$ cat src/lfd_pkg.sv
// Shared types for the length-prefixed frame deframer.
package lfd_pkg;

   // One result transaction as it travels from the parser to the output stage.
   typedef struct packed {
      logic [7:0] payload_byte;
      logic [7:0] frame_operation;
      logic       end_of_frame;
      logic       empty_frame;
   } lfd_item_type;

   // Queue occupancy flags seen by the parser and the output stage.
   typedef struct packed {
      logic not_empty;
      logic full;
   } lfd_qstat_type;

endpackage

$ cat src/lfd_parser.sv
// Front end: header parsing, length counting and result classification.
module lfd_parser (
   input  logic                 clock,
   input  logic                 reset,
   input  logic                 req_valid,
   output logic                 req_stall,
   input  logic [7:0]           req_rx_byte,
   input  logic                 csr_wr_en,
   input  logic [7:0]           csr_wr_data,
   input  lfd_pkg::lfd_qstat_type qstat,
   output logic                 push,
   output lfd_pkg::lfd_item_type  push_item
);
   import lfd_pkg::*;

   localparam logic [1:0] PH_HEAD = 2'd0;
   localparam logic [1:0] PH_LEN  = 2'd1;
   localparam logic [1:0] PH_EXT  = 2'd2;
   localparam logic [1:0] PH_DATA = 2'd3;

   localparam logic [6:0] LEN_DIRECT_MAX = 7'd125;
   localparam logic [6:0] LEN_EXT16      = 7'd126;
   localparam logic [3:0] EXT16_BYTES    = 4'd2;
   localparam logic [3:0] EXT64_BYTES    = 4'd8;

   logic [1:0]  phase_ff,  phase_in;
   logic [3:0]  ext_ff,    ext_in;
   logic [63:0] rem_ff,    rem_in;
   logic [7:0]  held_ff,   held_in;
   logic [7:0]  mask_ff;

   logic        accept;
   logic [6:0]  len_code;
   logic [63:0] rem_shift;
   logic [3:0]  ext_dec;
   logic        data_last;
   logic        res_valid;
   logic        res_empty;

   assign req_stall = qstat.full;
   assign accept    = req_valid && !qstat.full;
   assign len_code  = req_rx_byte[6:0];
   assign rem_shift = {rem_ff[55:0], req_rx_byte};
   assign ext_dec   = ext_ff - 4'd1;
   assign data_last = (rem_ff <= 64'd1);

   always_comb begin
      phase_in  = phase_ff;
      ext_in    = ext_ff;
      rem_in    = rem_ff;
      held_in   = held_ff;
      res_valid = 1'b0;
      res_empty = 1'b0;
      unique case (phase_ff)
         PH_LEN: begin
            if (len_code == 7'd0) begin
               // zero length: emit the empty-frame marker
               phase_in  = PH_HEAD;
               rem_in    = 64'd0;
               res_valid = 1'b1;
               res_empty = 1'b1;
            end else if (len_code <= LEN_DIRECT_MAX) begin
               rem_in   = {57'd0, len_code};
               phase_in = PH_DATA;
            end else begin
               ext_in   = (len_code == LEN_EXT16) ? EXT16_BYTES : EXT64_BYTES;
               rem_in   = 64'd0;
               phase_in = PH_EXT;
            end
         end
         PH_EXT: begin
            rem_in = rem_shift;
            ext_in = ext_dec;
            if (ext_dec == 4'd0) begin
               if (rem_shift == 64'd0) begin
                  phase_in  = PH_HEAD;
                  res_valid = 1'b1;
                  res_empty = 1'b1;
               end else begin
                  phase_in = PH_DATA;
               end
            end
         end
         PH_DATA: begin
            rem_in    = data_last ? 64'd0 : rem_ff - 64'd1;
            res_valid = 1'b1;
            if (data_last) begin
               phase_in = PH_HEAD;
            end
         end
         default: begin
            held_in  = req_rx_byte & mask_ff;
            ext_in   = 4'd0;
            rem_in   = 64'd0;
            phase_in = PH_LEN;
         end
      endcase
   end

   assign push                      = accept && res_valid;
   assign push_item.payload_byte    = res_empty ? 8'd0 : req_rx_byte;
   assign push_item.frame_operation = held_ff;
   assign push_item.end_of_frame    = res_empty || data_last;
   assign push_item.empty_frame     = res_empty;

   always_ff @(posedge clock) begin
      if (reset) begin
         phase_ff <= PH_HEAD;
         ext_ff   <= 4'd0;
         rem_ff   <= 64'd0;
         held_ff  <= 8'd0;
         mask_ff  <= 8'hFF;
      end else begin
         if (accept) begin
            phase_ff <= phase_in;
            ext_ff   <= ext_in;
            rem_ff   <= rem_in;
            held_ff  <= held_in;
         end
         if (csr_wr_en) begin
            mask_ff <= csr_wr_data;
         end
      end
   end

endmodule

$ cat src/lfd_queue.sv
// Small result queue that decouples the parser from the output stage.
module lfd_queue #(
   parameter int DEPTH = 4
) (
   input  logic                  clock,
   input  logic                  reset,
   input  logic                  push,
   input  lfd_pkg::lfd_item_type push_item,
   input  logic                  pop,
   output lfd_pkg::lfd_item_type head_item,
   output lfd_pkg::lfd_qstat_type qstat
);
   import lfd_pkg::*;

   localparam int PW = $clog2(DEPTH);
   localparam int CW = $clog2(DEPTH + 1);
   localparam logic [PW-1:0] LAST_PTR = PW'(DEPTH - 1);
   localparam logic [CW-1:0] FULL_CNT = CW'(DEPTH);

   lfd_item_type  mem_ff [DEPTH];
   logic [PW-1:0] wr_ptr_ff, wr_ptr_in;
   logic [PW-1:0] rd_ptr_ff, rd_ptr_in;
   logic [CW-1:0] count_ff,  count_in;

   assign head_item       = mem_ff[rd_ptr_ff];
   assign qstat.not_empty = (count_ff != '0);
   assign qstat.full      = (count_ff == FULL_CNT);

   always_comb begin
      wr_ptr_in = wr_ptr_ff;
      rd_ptr_in = rd_ptr_ff;
      count_in  = count_ff;
      if (push) begin
         wr_ptr_in = (wr_ptr_ff == LAST_PTR) ? '0 : wr_ptr_ff + PW'(1);
      end
      if (pop) begin
         rd_ptr_in = (rd_ptr_ff == LAST_PTR) ? '0 : rd_ptr_ff + PW'(1);
      end
      if (push && !pop) begin
         count_in = count_ff + CW'(1);
      end else if (pop && !push) begin
         count_in = count_ff - CW'(1);
      end
   end

   always_ff @(posedge clock) begin
      if (push) begin
         mem_ff[wr_ptr_ff] <= push_item;
      end
   end

   always_ff @(posedge clock) begin
      if (reset) begin
         wr_ptr_ff <= '0;
         rd_ptr_ff <= '0;
         count_ff  <= '0;
      end else begin
         wr_ptr_ff <= wr_ptr_in;
         rd_ptr_ff <= rd_ptr_in;
         count_ff  <= count_in;
      end
   end

endmodule

$ cat src/lfd_emitter.sv
// Back end: output register that drains the queue onto the result channel.
module lfd_emitter (
   input  logic                   clock,
   input  logic                   reset,
   input  lfd_pkg::lfd_item_type  head_item,
   input  lfd_pkg::lfd_qstat_type qstat,
   output logic                   pop,
   output logic                   rsp_valid,
   input  logic                   rsp_stall,
   output logic [7:0]             rsp_payload_byte,
   output logic [7:0]             rsp_frame_operation,
   output logic                   rsp_end_of_frame,
   output logic                   rsp_empty_frame
);
   import lfd_pkg::*;

   logic         valid_ff;
   lfd_item_type item_ff;

   // load whenever the queue holds a result and the register is empty or its transaction leaves this cycle
   assign pop = qstat.not_empty && (!valid_ff || !rsp_stall);

   always_ff @(posedge clock) begin
      if (pop) begin
         item_ff <= head_item;
      end
   end

   always_ff @(posedge clock) begin
      if (reset) begin
         valid_ff <= 1'b0;
      end else if (pop) begin
         valid_ff <= 1'b1;
      end else if (!rsp_stall) begin
         valid_ff <= 1'b0;
      end
   end

   assign rsp_valid           = valid_ff;
   assign rsp_payload_byte    = item_ff.payload_byte;
   assign rsp_frame_operation = item_ff.frame_operation;
   assign rsp_end_of_frame    = item_ff.end_of_frame;
   assign rsp_empty_frame     = item_ff.empty_frame;

endmodule

$ cat src/length_prefixed_frame_deframer.sv
// Top level of the length-prefixed frame deframer.
//
//   channel  direction  handshake              payload
//   req      in         req_valid / req_stall  req_rx_byte
//   rsp      out        rsp_valid / rsp_stall  payload, operation, end, empty flags
//   csr      in         csr_wr_en              csr_wr_data (operation mask)
//
// One byte is accepted per cycle while the result queue has room; a payload byte
// or empty-frame marker is written into the queue at the edge that accepts its
// byte and then moves into the output register that drives rsp_valid. The parser's
// length counter is 64 bits wide. Reset is synchronous and returns the parser to
// expecting a first header byte, empties the queue and sets the mask to all ones.
// A stalled rsp side fills the queue; req_stall rises only when it is full.
module length_prefixed_frame_deframer #(
   parameter int QUEUE_DEPTH = 4
) (
   input  logic       clock,
   input  logic       reset,
   input  logic       req_valid,
   output logic       req_stall,
   input  logic [7:0] req_rx_byte,
   output logic       rsp_valid,
   input  logic       rsp_stall,
   output logic [7:0] rsp_payload_byte,
   output logic [7:0] rsp_frame_operation,
   output logic       rsp_end_of_frame,
   output logic       rsp_empty_frame,
   input  logic       csr_wr_en,
   input  logic [7:0] csr_wr_data
);
   import lfd_pkg::*;

   lfd_qstat_type qstat;
   lfd_item_type  push_item;
   lfd_item_type  head_item;
   logic          push;
   logic          pop;

   // Parse headers and classify each byte; push a transaction for every result.
   lfd_parser u_parser (
      .clock       (clock),
      .reset       (reset),
      .req_valid   (req_valid),
      .req_stall   (req_stall),
      .req_rx_byte (req_rx_byte),
      .csr_wr_en   (csr_wr_en),
      .csr_wr_data (csr_wr_data),
      .qstat       (qstat),
      .push        (push),
      .push_item   (push_item)
   );

   // Hold pending results so either side can stall on its own.
   lfd_queue #(
      .DEPTH (QUEUE_DEPTH)
   ) u_queue (
      .clock     (clock),
      .reset     (reset),
      .push      (push),
      .push_item (push_item),
      .pop       (pop),
      .head_item (head_item),
      .qstat     (qstat)
   );

   // Advance queued results into the output register.
   lfd_emitter u_emitter (
      .clock               (clock),
      .reset               (reset),
      .head_item           (head_item),
      .qstat               (qstat),
      .pop                 (pop),
      .rsp_valid           (rsp_valid),
      .rsp_stall           (rsp_stall),
      .rsp_payload_byte    (rsp_payload_byte),
      .rsp_frame_operation (rsp_frame_operation),
      .rsp_end_of_frame    (rsp_end_of_frame),
      .rsp_empty_frame     (rsp_empty_frame)
   );

endmodule
$ cat config.mk
export PLATFORM = sky130hd
export DESIGN_NAME = length_prefixed_frame_deframer
export DESIGN_NICKNAME = d
export VERILOG_FILES = /design/src/lfd_pkg.sv /design/src/lfd_parser.sv /design/src/lfd_queue.sv /design/src/lfd_emitter.sv /design/src/length_prefixed_frame_deframer.sv
export SDC_FILE = /design/constraint.sdc
export NUM_CORES = 1
export LEC_CHECK = 0
export ABC_AREA = 1
export ABC_CLOCK_PERIOD_IN_PS = 7200
export BUFFER_PORTS_ARGS = -buffer_cell sky130_fd_sc_hd__buf_2
export CAP_MARGIN = 40
export CORE_MARGIN = 2
export CORE_UTILIZATION = 55
export CTS_CLUSTER_SIZE = 30
export DETAILED_ROUTE_END_ITERATION = 16
export HOLD_SLACK_MARGIN = 0.08
export PLACE_DENSITY = 0.81
export SLEW_MARGIN = 20
export SYNTH_ARGS = -nofsm -noshare
export SYNTH_HDL_FRONTEND = slang
export SYNTH_SLANG_ARGS = --single-unit
$ cat constraint.sdc
create_clock -name clock -period 7.2 [get_ports clock]
set_input_delay 1.08 -clock clock [delete_from_list [all_inputs] [get_ports clock]]
set_output_delay 1.08 -clock clock [all_outputs]
set_load 0.05 [all_outputs]
======== Word-level counts from Yosys, hierarchy flattened ========
Memories as Yosys holds them, arrays and structs flattened. A register that Yosys moved wholly into a read port is not among the register bits.
Index checks and enable logic that the tools add are counted.
word-level totals
  memory bits (writable) .................. 72
  memory bits (read-only) ................. 0
  input port bits ......................... 21
  bits in latches ......................... 0
  memories ................................ 1
  output and inout bits ................... 20
  bits in registers ....................... 94
  word-level logic and storage cells ...... 82
memory list
  memory          depth  width  rd ports  clocked after memory_dff  wr ports  line             RTL
  u_queue.mem_ff  4      18     1         1                         1         lfd_queue.sv:20  lfd_item_type mem_ff [DEPTH];
cells by class
  reductions and logical operators ........ 21
  divide/modulo/power cells ............... 0
  bitwise gates (word level) .............. 3
  equal/unequal tests ..................... 12
  shift-type cells ........................ 0
  muxes and demuxes ....................... 28
  $lt $le $gt $ge ......................... 2
  $mul .................................... 0
  add/sub/neg operators ................... 6
operators by type and width
  operator               number
  $pmux 64 s3            1
  $mux 64                2
  $le 64x1->1 const B    1
  $logic_not 64->1       1
  $sub 64x1->64 const B  1
  $mux 2                 6
  $mux 4                 3
  $pmux 4 s3             1
  $and 8x8->8            1
  $eq 2x2->1 const B     4
  $mux 1                 8
  $mux 8                 1
  $eq 7x7->1 const B     1
  $le 7x7->1 const B     1
  $logic_not 7->1        1
  $mux 7                 1
  $mux 3                 2
  $ne 2x1->1 const B     3
  $pmux 2 s3             1
  $logic_and 1x1->1      5
  $logic_not 1->1        5
  $add 2x1->2 const B    2
  $logic_not 4->1        1
  $ne 2x2->1 const B     2
  other kinds (15)       17

======== Depth between registers and ports, before layout ========
  depth after elaboration ................. 9
  mapped depth ............................ 18
  gate-level depth less buffers ........... 18

======== Modules after synthesis ========
Synthesis repeated with hierarchy kept, for this count alone.
unflattened totals
  cells, all modules ...................... 1370
  area total of the unflattened synthesis .. 10078.4 sq um
by module, submodules not included
  module       sequential area each (sq um)  area an instance (sq um)  cells an instance  times used
  lfd_parser   1721.7                        6306.0                    1113               1
  lfd_queue    2342.2                        3190.6                    234                1
  lfd_emitter  560.5                         581.8                     23                 1

======== Worst setup path before layout ========
No wires, ideal clock.
  path kind ............................... reg-to-reg
  start ................................... register u_queue.count_ff[0]
  end ..................................... register u_queue.count_ff[1]
  setup slack ............................. 4.174 ns
  path buffers ............................ 0
  arrival time ............................ 2.905 ns
  clock period less this slack ............ 3.026 ns
  setup time .............................. 0.121 ns
  cell stages (with the launch flop) ...... 12
  cell sequence ........................... dfxtp_1 -> nor3_1 -> nor2_1 -> inv_1 -> nor2_1 -> nand2_2 -> inv_2 -> ha_1 -> inv_1 -> fa_1 -> o21ai_0 -> a21oi_1
RTL lines
  item                           line                                  RTL
  start, declared                lfd_queue.sv:23                       logic [CW-1:0] count_ff, count_in;
  start signal, assigned         lfd_queue.sv:60                       count_ff <= count_in;
  $eq 3x3->1                     lfd_queue.sv:27                       assign qstat.full = (count_ff == FULL_CNT);
  named net req_stall            length_prefixed_frame_deframer.sv:20  output logic req_stall,
  $logic_not 1->1                lfd_parser.sv:41                      assign accept = req_valid && !qstat.full;
  $logic_and 1x1->1              lfd_parser.sv:41
  $logic_and 1x1->1              lfd_parser.sv:100                     assign push = accept && res_valid;
  named net push                 length_prefixed_frame_deframer.sv:36  logic push;
  $logic_and 1x1->1              lfd_queue.sv:39                       if (push && !pop) begin
  $mux 3                         lfd_queue.sv:39
  named net u_queue.count_in[1]  lfd_queue.sv:23
The timed path passes the listed nets, and every way through them passes these cells. The select of a mux whose other input is x is not followed.
A chain may end at the register's enable or synchronous reset.

======== Worst setup path after layout ========
  start ................................... register u_parser.rem_ff[1]
  end ..................................... register u_parser.rem_ff[40]
between the ends
  longest elaborated chain between the ends .. 3
ends and longest elaborated chain
  item                                                 line                                RTL
  start, declared                                      lfd_parser.sv:28                    logic [63:0] rem_ff, rem_in;
  start signal, assigned                               lfd_parser.sv:117                   rem_ff <= rem_in;
  $sub 64x1->64 / $le 64x1->1 (equally long branches)  lfd_parser.sv:85, lfd_parser.sv:45
  $mux 64 *                                            lfd_parser.sv:85                    rem_in = data_last ? 64'd0 : rem_ff - 64'd1;
  $pmux 64 s3 *                                        lfd_parser.sv:54                    unique case (phase_ff)
Mark *: on every way between the ends. The rest lies on a longest branch, timed or not.

==> summary.md <==
| Metric | Value |
|---|---|
| Max-slew violation count | `0` |
| First DRT Iteration DRCs | `823` |
| H-tree depth | `4` |
| Slew @ Worst Pin | `0.7459 ns` |
| Clock slew at reported path FFs | `0.08 ns` |
| Synth warnings | `0` |
| Worst path arrival time | `3.37 ns` |
| DRT antenna net count | `0` |
| Synth cell types | `36` |
| Min-Delay Endpoint | `u_parser.rem_ff[1]` |
| Post-CTS setup repair buffer count | `0` |
| Share of cells above drive strength 1 | `0.08389` |
| Skew final | `0.01395 ns` |
| First-pass GRT wire length | `approximately 41,000 um` |
| EDFF count, synth | `90` |
| Synth top area share | `0.2759` |
| Worst Path Max Fanout | `36` |
| Gate Count Post-Synth | `roughly 1,300` |
| Worst Setup End Kind | `flip-flop` |
| DIE AREA | `around 19,000 um^2` |
| Simple-Gate Fraction of Synth Area | `0.3131` |
| Sequential-to-total area share from yosys stat | `0.4681` |
| Die height | `137.4 um` |
| Post-synthesis register bit count | `between 150 and 200` |
| Met1 usage | `0.3602` |
| Final GP Congestion | `0.9505` |
| Clock power frac | `0.312` |
| Area Growth Syn to Fin | `9.824%` |
| Top Ports | `41` |
| Min-delay worst type | `reg2reg` |
| CTS tree | `built` |
| Via-per-instance ratio | `5.586` |
| Net Count, Synth | `1,366` |
| Crit-path slowest cell | `nand2_4` |
| GR Util met3 | `0.03937` |
| RSZ-0062 raised after global routing | `no` |
| Reg-to-reg endpoint | `u_parser.rem_ff[40]` |
| Reg2Reg Setup Slack | `between 4 and 5 ns` |
| Max Fclk | `327.7 MHz` |
| Status | `finished clean` |
| CTS buffer count | `17` |
| Compound-Gate Fraction of Synth Area | `0.1032` |
| Internal | `1.889 mW` |
| CP startpoint kind | `flip-flop` |
| Initial antenna violation count | `0` |
| Setup_tns | `0 ns` |
| Hold path startpoint | `u_parser.rem_ff[1]` |
| Clk Latency, worst-skew pair | `0.44 ns` |
| R2R depth | `13` |
| Vias in the first global route | `8,282` |
| Most common cell in the netlist | `nand2_1` |
| Core area | `roughly 17,000 um^2` |
| WL final | `25,110 um` |
| Global Route Usage Sum | `0.2782` |
| Grt ovf | `0` |
| First drt pass iteration count | `5` |
| Die X | `137.4 um` |
| Post_cts resized | `0` |
| Diode count | `0` |
| Sw power | `roughly 1.1 mW` |
| Port Buffer Count | `40` |
| FFs w/ async S/R, synth | `0` |
| Adder-cell share of the synthesized area | `0.01993` |
| Largest net degree at the start of global routing | `80` |
| Hold Path Depth | `2` |
| Net count reported at finish | `roughly 1,400` |
| Clk root buf | `clkbuf_16` |
| Peak VDD IR | `between 0.2 and 0.25 mV` |
| Final setup fails | `0` |
| Row count | `48` |
| Final core occ | `0.6197` |
| Pleak | `between 4 and 5 nW` |
| Fin crit period | `around 3 ns` |
| Required @ worst endpoint | `7.52 ns` |
| Commonest cells in the netlist | `nand2_1, nor2_1, dfxtp_1, edfxtp_1, inv_1` |
| Most Crowded Layer GR | `met2` |
| Top cells by area, synth | `edfxtp_1, dfxtp_1, nand2_1` |
| Cell taking the most area after synthesis | `edfxtp_1` |
| Crit Path Category | `reg2reg` |
| Met2 GRT Util | `0.4563` |
| Routed via count | `8,849` |
| Pwr Density | `281.4 nW/um^2` |
| CTS Hold Buffers Added | `0` |
| Hpwl dp | `roughly 17,000 um` |
| Worst-path cell chain | `inv_1 > ha_1 > nand2_2 > nor2_8 > nand2_4 > nand2_2 > nand3_2 > nand2_4 > inv_2 > o21ai_0 > nand2_1 > nand2_1 > a21oi_1` |
| Routed WL per cell | `15.85 um` |
| Reg2reg start | `u_parser.rem_ff[1]` |
| Sw Ratio | `0.3757` |
| Combinational share of power | `0.277` |
| Period utilisation layout | `0.4238` |
| Post-route DRC | `0` |
| Worst path max stage delay | `0.55 ns` |
| Max-capacitance violation count | `0` |
| Initial Utilization | `0.5643` |
| Sink Count | `~180` |
| Register share of total power | `0.411` |
| Post-Synth XOR/XNOR Area | `0.03309` |
| Syn_area_per_cell | `~7.4 um^2` |
| Mux contribution to synthesized area | `0` |
| Max clock buf depth | `2` |
| Ys flop type | `dfxtp_1` |
| Mapped cell area | `9794 um^2` |
| Largest family of logic cells by synthesized area | `simple AND/OR/NAND/NOR gates` |
| Final hold violation count | `0` |
| Slew HR | `0.5027` |
==> cell type report <==
| class | count | area (um^2) |
|---|---|---|
| fillers | 1495 | 6600 |
| clock inverters | 14 | 168.9 |
| flip-flops and latches | 184 | 4584 |
| multi-input cells | 994 | 4607 |
| repair buffers | 54 | 329.1 |
| clock buffers | 18 | 429.2 |
| well taps | 225 | 281.5 |
| inverters | 95 | 356.6 |
==> worst max path at each step <==
stage	depth (start not counted)	from	end	slack (ns)
final	13	u_parser.rem_ff[1]	u_parser.rem_ff[40]	4.15
after global routing	13	u_parser.rem_ff[1]	u_parser.rem_ff[40]	4.03
after CTS	13	u_parser.rem_ff[1]	u_parser.rem_ff[40]	4.16
after detailed placement	18	req_rx_byte[5]	u_queue.count_ff[2]	3.84
after global placement	16	req_valid	u_queue.count_ff[2]	3.96
after floorplan	11	u_queue.count_ff[0]	u_queue.count_ff[1]	4.17
==> placed cells by master, fill, tap and decap left out, types with 3 or more instances in the layout <==
cell	n
clkinv_8	4
dfxtp_1	94
edfxtp_1	90
o22ai_1	28
o21ai_1	19
nor2_4	5
nand2_2	4
nand3_1	45
inv_1	89
buf_4	11
a21oi_1	81
nor2_2	8
ha_1	13
nand2_1	431
inv_8	4
nand3_2	3
xor2_1	22
buf_2	40
nor3_1	5
nand3b_1	7
clkbuf_16	17
nor2_1	218
o21ai_0	57
inv_6	3
inv_2	5
nand4_1	21
xnor2_1	15
==> power groups by stage <==
stage                     Clock, mW  Sequential (mW)  Combinational [mW]
final                         0.943             1.25               0.838
after floorplan                   0             1.47               0.420
after CTS                     0.950             1.25               0.834
after global placement            0             1.27               0.807
after detailed placement          0             1.27               0.830
after global routing          0.995             1.26               0.916
==> critical path, delay by kind of cell, from the launching register on <==
kind            cells  cell delay [ns]
simple gates        8             1.66
buf+inv             2             0.42
flops               1             0.31
fa+ha+maj           1             0.26
compound gates      2             0.24
==> per-stage QoR <==
step	setup slack [ns]	hold WS (ns)	area, um^2	instances	power (mW)
2_1_floorplan	4.174	0.4297	9794	1330	1.891
3_3_place_gp	3.963	0.4490	10110	1549	2.074
3_5_place_dp	3.844	0.4571	10140	1551	2.101
4_1_cts	4.162	0.4735	10740	1583	3.031
5_1_grt	4.025	0.4918	10760	1584	3.169
6_report	4.148	0.4693	10760	1584	3.027
==> layer usage <==
layer  up-vias  wire length [um]
li1       4348                 -
met1      4097             10640
met2       343             11760
met3        61              1732
met4         0               975
met5         -                 0
==> sequential cells by signal (all words and copies together) (netlist names) <==
register                       count
u_emitter.rsp_valid                1
u_parser.phase_ff                  2
u_parser.ext_ff                    4
u_parser.mask_ff                   8
u_parser.held_ff                   8
u_parser.rem_ff                   64
u_queue.rd_ptr_ff                  2
u_emitter.rsp_empty_frame          1
u_queue.wr_ptr_ff                  2
u_emitter.rsp_end_of_frame         1
u_emitter.rsp_payload_byte         8
u_queue.count_ff                   3
u_queue.mem_ff                    72
u_emitter.rsp_frame_operation      8
==> kinds of logic after synthesis <==
| group | Yosys count |
|---|---|
| XOR/XNOR | 37 |
| adder cells (fa/ha/maj) | 15 |
| flip-flops | 184 |
| AO/OA/AOI/OAI | 192 |
| buffers and inverters | 152 |
| AND/OR/NAND/NOR | 750 |
Power figures use the tool's default switching activity.
